--- config.mk ---
export PLATFORM = sky130hd
export DESIGN_NAME = camera_pose_packet_encoder_top
export DESIGN_NICKNAME = d
export VERILOG_FILES = /design/src/hw/rtl/cppe_pkg.sv /design/src/hw/rtl/cppe_cfg.sv /design/src/hw/rtl/cppe_scale.sv /design/src/hw/rtl/cppe_ser.sv /design/src/hw/rtl/camera_pose_packet_encoder_top.sv
export VERILOG_INCLUDE_DIRS = /design/src /design/src/hw/rtl
export SDC_FILE = /design/constraint.sdc
export NUM_CORES = 2
export LEC_CHECK = 0
export ABC_AREA = 1
export BUFFER_PORTS_ARGS = -buffer_cell sky130_fd_sc_hd__buf_2
export CAP_MARGIN = 20
export CORE_AREA = 2 2 246 345
export DETAILED_ROUTE_END_ITERATION = 10
export DIE_AREA = 0 0 248 347
export GPL_ROUTABILITY_DRIVEN = 1
export MAX_ROUTING_LAYER = met4
export PLACE_DENSITY_LB_ADDON = 0.15
export SYNTH_ARGS = -nofsm -noshare
export SYNTH_HDL_FRONTEND = slang
export SYNTH_SLANG_ARGS = --single-unit
--- constraint.sdc ---
create_clock -name clk -period 13.7 [get_ports clk]
set_clock_uncertainty 0.2 [all_clocks]
set_input_delay 0.685 -clock clk [delete_from_list [all_inputs] [get_ports clk]]
set_output_delay 0.685 -clock clk [all_outputs]
set_load 0.01 [all_outputs]
--- src/hw/rtl/camera_pose_packet_encoder_top_defines.svh ---
// Assertion macros shared by the camera pose packet encoder RTL.
`ifndef CAMERA_POSE_PACKET_ENCODER_TOP_DEFINES_SVH
`define CAMERA_POSE_PACKET_ENCODER_TOP_DEFINES_SVH

// Checks that the consequent holds in the same cycle as the antecedent.
`define CPPE_ASSERT_SAME(label, ante, cons) \
    label: assert property (@(posedge clk) disable iff (!rst_n) (ante) |-> (cons)) \
        else $error("cppe check failed");

// Checks that the consequent holds in the cycle after the antecedent.
`define CPPE_ASSERT_NEXT(label, ante, cons) \
    label: assert property (@(posedge clk) disable iff (!rst_n) (ante) |=> (cons)) \
        else $error("cppe check failed");

`endif

--- src/hw/rtl/cppe_pkg.sv ---
// Package with types, constants and helper functions of the camera pose packet encoder.
package cppe_pkg;

    localparam int PADDR_W = 3;
    localparam int PDATA_W = 32;
    localparam int REG_CAMERA_NUMBER = 0;

    localparam int PKT_IDX_W = 5;
    localparam logic [PKT_IDX_W-1:0] TYPE_IDX = 5'd0;
    localparam logic [PKT_IDX_W-1:0] CAM_IDX = 5'd1;
    localparam logic [PKT_IDX_W-1:0] FIELD_FIRST_IDX = 5'd2;
    localparam logic [PKT_IDX_W-1:0] FIELD_LAST_IDX = 5'd19;
    localparam logic [PKT_IDX_W-1:0] PKT_LAST_IDX = 5'd28;

    localparam logic [7:0] PKT_TYPE = 8'hD1;
    localparam logic [7:0] CKSUM_SEED = 8'h40;
    localparam logic signed [16:0] POS_SCALE = 17'sd64000;
    localparam logic signed [32:0] S24_LO = -33'sd8388608;
    localparam logic signed [32:0] S24_HI = 33'sd8388607;
    localparam int PKT_FIELD_BITS = 144;

    typedef struct packed {
        logic signed [31:0] pan_angle;
        logic signed [31:0] tilt_angle;
        logic signed [31:0] roll_angle;
        logic signed [31:0] pos_x;
        logic signed [31:0] pos_y;
        logic signed [31:0] pos_z;
    } pose_t;

    typedef struct packed {
        logic [7:0] packet_byte;
        logic       last_byte;
    } pkt_out_t;

    typedef struct packed {
        logic [23:0] pan;
        logic [23:0] tilt;
        logic [23:0] roll;
        logic [23:0] x;
        logic [23:0] y;
        logic [23:0] z;
    } pkt_fields_t;

    function automatic logic [23:0] sat24(input logic signed [32:0] v);
        logic [23:0] res;
        if (v < S24_LO)
        begin
            res = 24'h800000;
        end
        else if (v > S24_HI)
        begin
            res = 24'h7FFFFF;
        end
        else
        begin
            res = v[23:0];
        end
        return res;
    endfunction

    // Rounds a product with 16 fraction bits half away from zero.
    function automatic logic signed [32:0] round_pos(input logic signed [47:0] p);
        logic        neg;
        logic [47:0] mag;
        logic [47:0] biased;
        logic [32:0] r;
        neg = p[47];
        mag = neg ? 48'(-p) : 48'(p);
        biased = mag + 48'd32768;
        r = {1'b0, biased[47:16]};
        return neg ? signed'(33'(-r)) : signed'(r);
    endfunction

endpackage

--- src/hw/rtl/cppe_cfg.sv ---
// Configuration register file holding the camera number.
module cppe_cfg (
    input  logic                          clk,
    input  logic                          rst_n,
    input  logic                          psel,
    input  logic                          penable,
    input  logic                          pwrite,
    input  logic [cppe_pkg::PADDR_W-1:0]  paddr,
    input  logic [cppe_pkg::PDATA_W-1:0]  pwdata,
    output logic [cppe_pkg::PDATA_W-1:0]  prdata,
    output logic                          pready,
    output logic [7:0]                    camera_number
);
    import cppe_pkg::*;

    logic [7:0] cam_reg;
    logic       hit;

    assign hit = (paddr[PADDR_W-1:2] == 1'(REG_CAMERA_NUMBER));
    assign pready = 1'b1;
    assign prdata = hit ? {24'd0, cam_reg} : '0;
    assign camera_number = cam_reg;

    always_ff @(posedge clk or negedge rst_n)
    begin
        if (!rst_n)
        begin
            cam_reg <= '0;
        end
        else if (psel && penable && pwrite && hit)
        begin
            cam_reg <= pwdata[7:0];
        end
    end

endmodule

--- src/hw/rtl/cppe_scale.sv ---
// Front pipeline: input register, product register and saturated field register.
module cppe_scale (
    input  logic                  clk,
    input  logic                  rst_n,
    input  logic                  in_valid,
    output logic                  in_stall,
    input  cppe_pkg::pose_t       in_data,
    output logic                  pkt_valid,
    input  logic                  pkt_stall,
    output cppe_pkg::pkt_fields_t pkt_data
);
    import cppe_pkg::*;

    logic               a_valid_reg;
    pose_t              a_pose_reg;
    logic               b_valid_reg;
    logic [23:0]        b_pan_reg;
    logic [23:0]        b_tilt_reg;
    logic [23:0]        b_roll_reg;
    logic signed [47:0] b_px_reg;
    logic signed [47:0] b_py_reg;
    logic signed [47:0] b_pz_reg;
    logic               c_valid_reg;
    pkt_fields_t        c_fields_reg;

    logic a_open;
    logic b_open;
    logic c_open;
    logic signed [47:0] px_next;
    logic signed [47:0] py_next;
    logic signed [47:0] pz_next;
    pkt_fields_t fields_next;

    assign c_open = !c_valid_reg || !pkt_stall;
    assign b_open = !b_valid_reg || c_open;
    assign a_open = !a_valid_reg || b_open;
    assign in_stall = !a_open;
    assign pkt_valid = c_valid_reg;
    assign pkt_data = c_fields_reg;

    always_comb
    begin
        px_next = a_pose_reg.pos_x * POS_SCALE;
        py_next = a_pose_reg.pos_y * POS_SCALE;
        pz_next = a_pose_reg.pos_z * POS_SCALE;
        fields_next.pan = b_pan_reg;
        fields_next.tilt = b_tilt_reg;
        fields_next.roll = b_roll_reg;
        fields_next.x = sat24(round_pos(b_px_reg));
        fields_next.y = sat24(round_pos(b_py_reg));
        fields_next.z = sat24(round_pos(b_pz_reg));
    end

    always_ff @(posedge clk or negedge rst_n)
    begin
        if (!rst_n)
        begin
            a_valid_reg <= 1'b0;
            b_valid_reg <= 1'b0;
            c_valid_reg <= 1'b0;
        end
        else
        begin
            if (a_open)
            begin
                a_valid_reg <= in_valid;
            end
            if (b_open)
            begin
                b_valid_reg <= a_valid_reg;
            end
            if (c_open)
            begin
                c_valid_reg <= b_valid_reg;
            end
        end
    end

    always_ff @(posedge clk)
    begin
        if (a_open && in_valid)
        begin
            a_pose_reg <= in_data;
        end
        if (b_open && a_valid_reg)
        begin
            b_pan_reg <= sat24(33'(a_pose_reg.pan_angle));
            b_tilt_reg <= sat24(33'(a_pose_reg.tilt_angle));
            b_roll_reg <= sat24(33'(a_pose_reg.roll_angle));
            b_px_reg <= px_next;
            b_py_reg <= py_next;
            b_pz_reg <= pz_next;
        end
        if (c_open && b_valid_reg)
        begin
            c_fields_reg <= fields_next;
        end
    end

endmodule

--- src/hw/rtl/cppe_ser.sv ---
// Packet serializer with running checksum and output register.
module cppe_ser (
    input  logic                  clk,
    input  logic                  rst_n,
    input  logic [7:0]            camera_number,
    input  logic                  pkt_valid,
    output logic                  pkt_stall,
    input  cppe_pkg::pkt_fields_t pkt_data,
    output logic                  out_valid,
    input  logic                  out_stall,
    output cppe_pkg::pkt_out_t    out_data
);
    import cppe_pkg::*;

    logic                 busy_reg;
    logic [PKT_IDX_W-1:0] idx_reg;
    logic [7:0]           sum_reg;
    pkt_fields_t          fields_reg;
    logic                 out_valid_reg;
    pkt_out_t             out_data_reg;

    logic                      slot_open;
    logic                      emit;
    logic                      at_last;
    logic                      pkt_load;
    logic [PKT_IDX_W-1:0]      off;
    logic [PKT_FIELD_BITS-1:0] fvec;
    logic [7:0]                cur_byte;

    assign slot_open = !out_valid_reg || !out_stall;
    assign emit = busy_reg && slot_open;
    assign at_last = (idx_reg == PKT_LAST_IDX);
    assign pkt_stall = busy_reg && !(emit && at_last);
    assign pkt_load = pkt_valid && !pkt_stall;
    assign out_valid = out_valid_reg;
    assign out_data = out_data_reg;
    assign off = idx_reg - FIELD_FIRST_IDX;
    assign fvec = fields_reg;

    always_comb
    begin
        if (at_last)
        begin
            cur_byte = CKSUM_SEED - sum_reg;
        end
        else if (idx_reg == TYPE_IDX)
        begin
            cur_byte = PKT_TYPE;
        end
        else if (idx_reg == CAM_IDX)
        begin
            cur_byte = camera_number;
        end
        else if (idx_reg inside {[FIELD_FIRST_IDX:FIELD_LAST_IDX]})
        begin
            cur_byte = fvec[8'(PKT_FIELD_BITS - 1) - {off, 3'b000} -: 8];
        end
        else
        begin
            cur_byte = 8'd0;
        end
    end

    always_ff @(posedge clk or negedge rst_n)
    begin
        if (!rst_n)
        begin
            busy_reg <= 1'b0;
            idx_reg <= '0;
            sum_reg <= '0;
            out_valid_reg <= 1'b0;
        end
        else
        begin
            if (emit)
            begin
                out_valid_reg <= 1'b1;
            end
            else if (slot_open)
            begin
                out_valid_reg <= 1'b0;
            end
            if (pkt_load)
            begin
                busy_reg <= 1'b1;
                idx_reg <= '0;
                sum_reg <= '0;
            end
            else if (emit)
            begin
                busy_reg <= !at_last;
                idx_reg <= idx_reg + 1'b1;
                sum_reg <= sum_reg + cur_byte;
            end
        end
    end

    always_ff @(posedge clk)
    begin
        if (pkt_load)
        begin
            fields_reg <= pkt_data;
        end
        if (emit)
        begin
            out_data_reg.packet_byte <= cur_byte;
            out_data_reg.last_byte <= at_last;
        end
    end

endmodule

--- src/hw/rtl/camera_pose_packet_encoder_top.sv ---
// Top level of the camera pose packet encoder.
// Each accepted pose becomes one 29-byte tracking packet, sent one byte per transfer
// with last_byte high on the checksum byte. The byte serializer sets the rate, and
// when the output never stalls, packets follow each other with no gap. A pose
// passes an input register, a register after the position multipliers and a
// register of saturated fields; when the serializer is free, the first byte of its
// packet then goes out through the serializer's output register, and up to
// three further poses are taken while a packet is still going out. The camera number
// is read from the register port at byte address 0 and should be written only while
// no packet is in flight.
`include "camera_pose_packet_encoder_top_defines.svh"

module camera_pose_packet_encoder_top (
    input  logic                          clk,
    input  logic                          rst_n,
    input  logic                          psel,
    input  logic                          penable,
    input  logic                          pwrite,
    input  logic [cppe_pkg::PADDR_W-1:0]  paddr,
    input  logic [cppe_pkg::PDATA_W-1:0]  pwdata,
    output logic [cppe_pkg::PDATA_W-1:0]  prdata,
    output logic                          pready,
    input  logic                          in_valid,
    output logic                          in_stall,
    input  cppe_pkg::pose_t               in_data,
    output logic                          out_valid,
    input  logic                          out_stall,
    output cppe_pkg::pkt_out_t            out_data
);
    import cppe_pkg::*;

    logic        [7:0] camera_number;
    logic              pkt_valid;
    logic              pkt_stall;
    pkt_fields_t       pkt_data;
    logic              out_last;

    assign out_last = out_valid && out_data.last_byte;

    cppe_cfg u_cfg (
        .clk           (clk),
        .rst_n         (rst_n),
        .psel          (psel),
        .penable       (penable),
        .pwrite        (pwrite),
        .paddr         (paddr),
        .pwdata        (pwdata),
        .prdata        (prdata),
        .pready        (pready),
        .camera_number (camera_number)
    );

    cppe_scale u_scale (
        .clk       (clk),
        .rst_n     (rst_n),
        .in_valid  (in_valid),
        .in_stall  (in_stall),
        .in_data   (in_data),
        .pkt_valid (pkt_valid),
        .pkt_stall (pkt_stall),
        .pkt_data  (pkt_data)
    );

    cppe_ser u_ser (
        .clk           (clk),
        .rst_n         (rst_n),
        .camera_number (camera_number),
        .pkt_valid     (pkt_valid),
        .pkt_stall     (pkt_stall),
        .pkt_data      (pkt_data),
        .out_valid     (out_valid),
        .out_stall     (out_stall),
        .out_data      (out_data)
    );

    // Two packet ends never come out back to back.
    `CPPE_ASSERT_NEXT(a_no_double_last, out_last && !out_stall, !out_last)
    // A packet taken by the serializer blocks the next one while its bytes go out.
    `CPPE_ASSERT_NEXT(a_one_pkt_at_a_time, pkt_valid && !pkt_stall, pkt_stall || !pkt_valid)
    // A stalled packet stays offered until the serializer takes it.
    `CPPE_ASSERT_NEXT(a_pkt_stall_holds_valid, pkt_valid && pkt_stall, pkt_valid)

endmodule
==> impl_metrics.ini <==
[drt]
postRouteAntennaNets = 0
drt_wl_total_um = 117000
detail_route.wl_per_cell_um = 16.9
dr.pass1.iters = 6
drtIter0Drc = 2226
vias = 37639
via_per_inst = 5.45
drc = 0

[critical_path]
reg2reg_to = u_ser.sum_reg[7]
r2r_start = u_ser.idx_reg[1]
crit_type = reg -> reg
path_max_fanout = 22
r2r_cells = 26
end_kind = register
reg2reg_slack_ps = 6990
cp.required_ps = 14030
arrival_ps = 7040
crit_path_start_kind = register

[power_and_ir_drop]
p_leak_nw = 25.2
total_power_mw = 8.84
power_switching_mw = 3.50
ir_drop_uv = 143
swShare_pct = 39.6
p_int_mw = 5.34
p_seq_share_pct = 32.1
powerDensity_nw_per_um2 = 153
p_comb_share_pct = 46.3
clkPwrFrac_pct = 21.6

[global_route]
globalRoute.totalOverflow = 0
grt_pass1_vias = 38613
grtUsageTotal_pct = 29.0
grt_max_degree = 122
grt_pass1_wl_um = 192000
antenna_found_initial = 1

[floorplanning]
io_pins = 278
die_area_um2 = 86100
die_h_um = 347
fp.dieW_um = 248
core_area_um2 = 82700
start_util_pct = 62.5
rows = 125

[final_layout]
area_delta_synth_final_pct = 11.4
largest_reg_flops = 192
layout_commonest_cell = nand2_1
final_cell_mix = 1342 x nand2_1, 678 x edfxtp_1, 618 x inv_1
drive_above_1_share_pct = 10.5
final_nets = 6726
fillers = 6377

[worst_hold_path]
whs_path_depth = 1
min_from = in_data[51]
hold_path_end = u_scale.a_pose_reg[51]
hold_path.class = in -> reg

[placement]
portBuffers = 226
place_congestion = 0.931
dp_hpwl_um = 88800

[cts]
clockBufferDepth = 3
cts_setup_buffers = 0
post_cts_resized = 0
clkTransAtPathRegs_ps = 60
cts_tree = built
clk_latency_ps = 650
root_buffer = clkbuf_16
numClockSinks = 704
ctsHoldBuffers = 142
htree_num_levels = 3
cts_made_buffers = 70

[timing]
post-route-min-period_ps = 6710
whs_ps = 34.2
rsz0062_at_grt = false
tightestPinTransition_ps = 1030
setup_tns_ps = 0
setup_violations = 0
finalHoldViolCount = 0
fin_crit_sh_pct = 49.0
maxSlewHeadroom_pct = 29.3
fmax_ghz = 0.149
slew_viol_final = 0

[synthesis]
ys_warn_count = 0
ys_seq_elements = 704
avgSynthCellArea_um2 = 9.58
synthDistinctLibCells = 63
synth_cells = 5399
seq_area_frac_synth_pct = 40.6
synth-edff-count = 678
syn_area_um2 = 51700
ys.flop_type = edfxtp_1
ys_async_sr_fraction_pct = 3.69

[job]
drv_cap = 0

[status]
outcome = completed
==> metal layers <==
metal,track usage (%),wire [um],up-vias
li1,-,-,18624
met1,33.9,46600,17880
met4,9.21,3770,0
met5,-,0,-
met2,51.9,62100,889
met3,3.06,4490,246
==> power by group through the flow <==
stage / Combinational [mW] / Clock [mW] / Sequential (mW)
global route: 4.66 / 2.02 / 2.85
global placement: 3.94 / 0 / 2.88
CTS: 4.10 / 1.94 / 2.84
finish: 4.10 / 1.91 / 2.84
floorplan: 3.09 / 0 / 2.88
detailed placement: 4.05 / 0 / 2.88
==> stage by stage <==
| stage | std cells | setup WS [ps] | util [%] | cell area (um2) |
|---|---|---|---|---|
| 6_report | 6907 | 6990 | 69.6 | 57600 |
| 5_1_grt | 6907 | 6760 | 69.6 | 57600 |
| 3_3_place_gp | 6638 | 7310 | 65.1 | 53900 |
| 2_1_floorplan | 5422 | 1990 | - | 51800 |
| 3_5_place_dp | 6639 | 7170 | 65.1 | 53900 |
| 4_1_cts | 6905 | 7180 | 69.6 | 57600 |
==> how the worst max path moves through the flow <==
| stage | from | slack (ps) | end | cells after the start |
|---|---|---|---|---|
| floorplan | u_ser.idx_reg[0] | 1990 | u_scale.a_pose_reg[0] | 15 |
| global placement | u_ser.idx_reg[1] | 7310 | u_ser.sum_reg[7] | 26 |
| detailed placement | u_ser.idx_reg[1] | 7170 | u_ser.sum_reg[7] | 26 |
| CTS | u_ser.idx_reg[1] | 7180 | u_ser.sum_reg[7] | 26 |
| global route | u_ser.idx_reg[1] | 6760 | u_ser.sum_reg[7] | 26 |
| finish | u_ser.idx_reg[1] | 6990 | u_ser.sum_reg[7] | 26 |
==> layout make-up <==
cell class              instances  area, um2  share of cell area (%)
clock buffers                  81       1790                    3.11
clock inverters                43        490                   0.852
multi-input cells            3954      27700                    48.2
diodes                          1       2.50                 0.00434
well taps                    1079       1350                    2.34
inverters                     652       2460                    4.27
flip-flops and latches        704      21000                    36.5
repair buffers                393       2750                    4.77
==> kinds of logic after synthesis <==
group,count (synthesis),synth area share [%]
compound gates,518,5.72
xor+xnor,198,3.35
fa+ha+maj,717,22.7
buf+inv,764,5.97
flops,704,40.6
mux,6,0.116
other cells,2,0.0145
simple gates,2490,21.5
==> synth_stat cells, types with 6 or more instances <==
master / number / share of area [%]
nand2_4: 14 / 0.30
mux2i_1: 6 / 0.12
o21ai_0: 178 / 1.7
nor2_4: 35 / 0.76
buf_1: 15 / 0.11
ha_1: 348 / 8.4
dfrtp_1: 26 / 1.3
o31ai_1: 11 / 0.16
inv_2: 28 / 0.20
nor2_8: 7 / 0.27
nand3b_1: 24 / 0.35
buf_4: 26 / 0.38
nor3_1: 24 / 0.23
nor2_1: 435 / 3.2
inv_1: 621 / 4.5
a2111oi_0: 10 / 0.17
nand3_1: 360 / 3.5
nand2_2: 64 / 0.77
a21oi_1: 193 / 1.9
o22ai_1: 11 / 0.13
nor2_2: 51 / 0.62
o21ai_1: 18 / 0.17
o21a_1: 11 / 0.16
edfxtp_1: 678 / 39
nand3_2: 20 / 0.39
xnor2_1: 60 / 1.0
a211oi_1: 6 / 0.087
nand2_1: 1342 / 9.7
nor4_1: 11 / 0.13
nand4_1: 85 / 1.0
o211ai_1: 9 / 0.13
buf_2: 19 / 0.18
clkbuf_1: 38 / 0.28
a31oi_1: 13 / 0.16
and2_1: 6 / 0.073
buf_6: 13 / 0.28
xor2_1: 138 / 2.3
a21oi_2: 21 / 0.36
fa_1: 369 / 14
==> critical path, cell delays in order (launching register included) <==
cell,delay (ps)
dfrtp_1,330
buf_4,300
inv_1,390
ha_1,720
nand2_1,480
inv_1,320
nor2_1,130
inv_1,420
a21oi_1,160
a2111oi_0,880
o311ai_0,330
o21ai_0,150
nand2_1,60
o21ai_0,120
ha_1,330
a21oi_1,160
nand2_1,100
a21oi_1,200
nor2_1,70
nor2_1,130
nor2_1,70
nor2_1,90
inv_1,40
a21oi_1,160
nand2_1,80
nand2_1,60
o22ai_1,70
No activity file was read; power rests on OpenSTA's default activity.
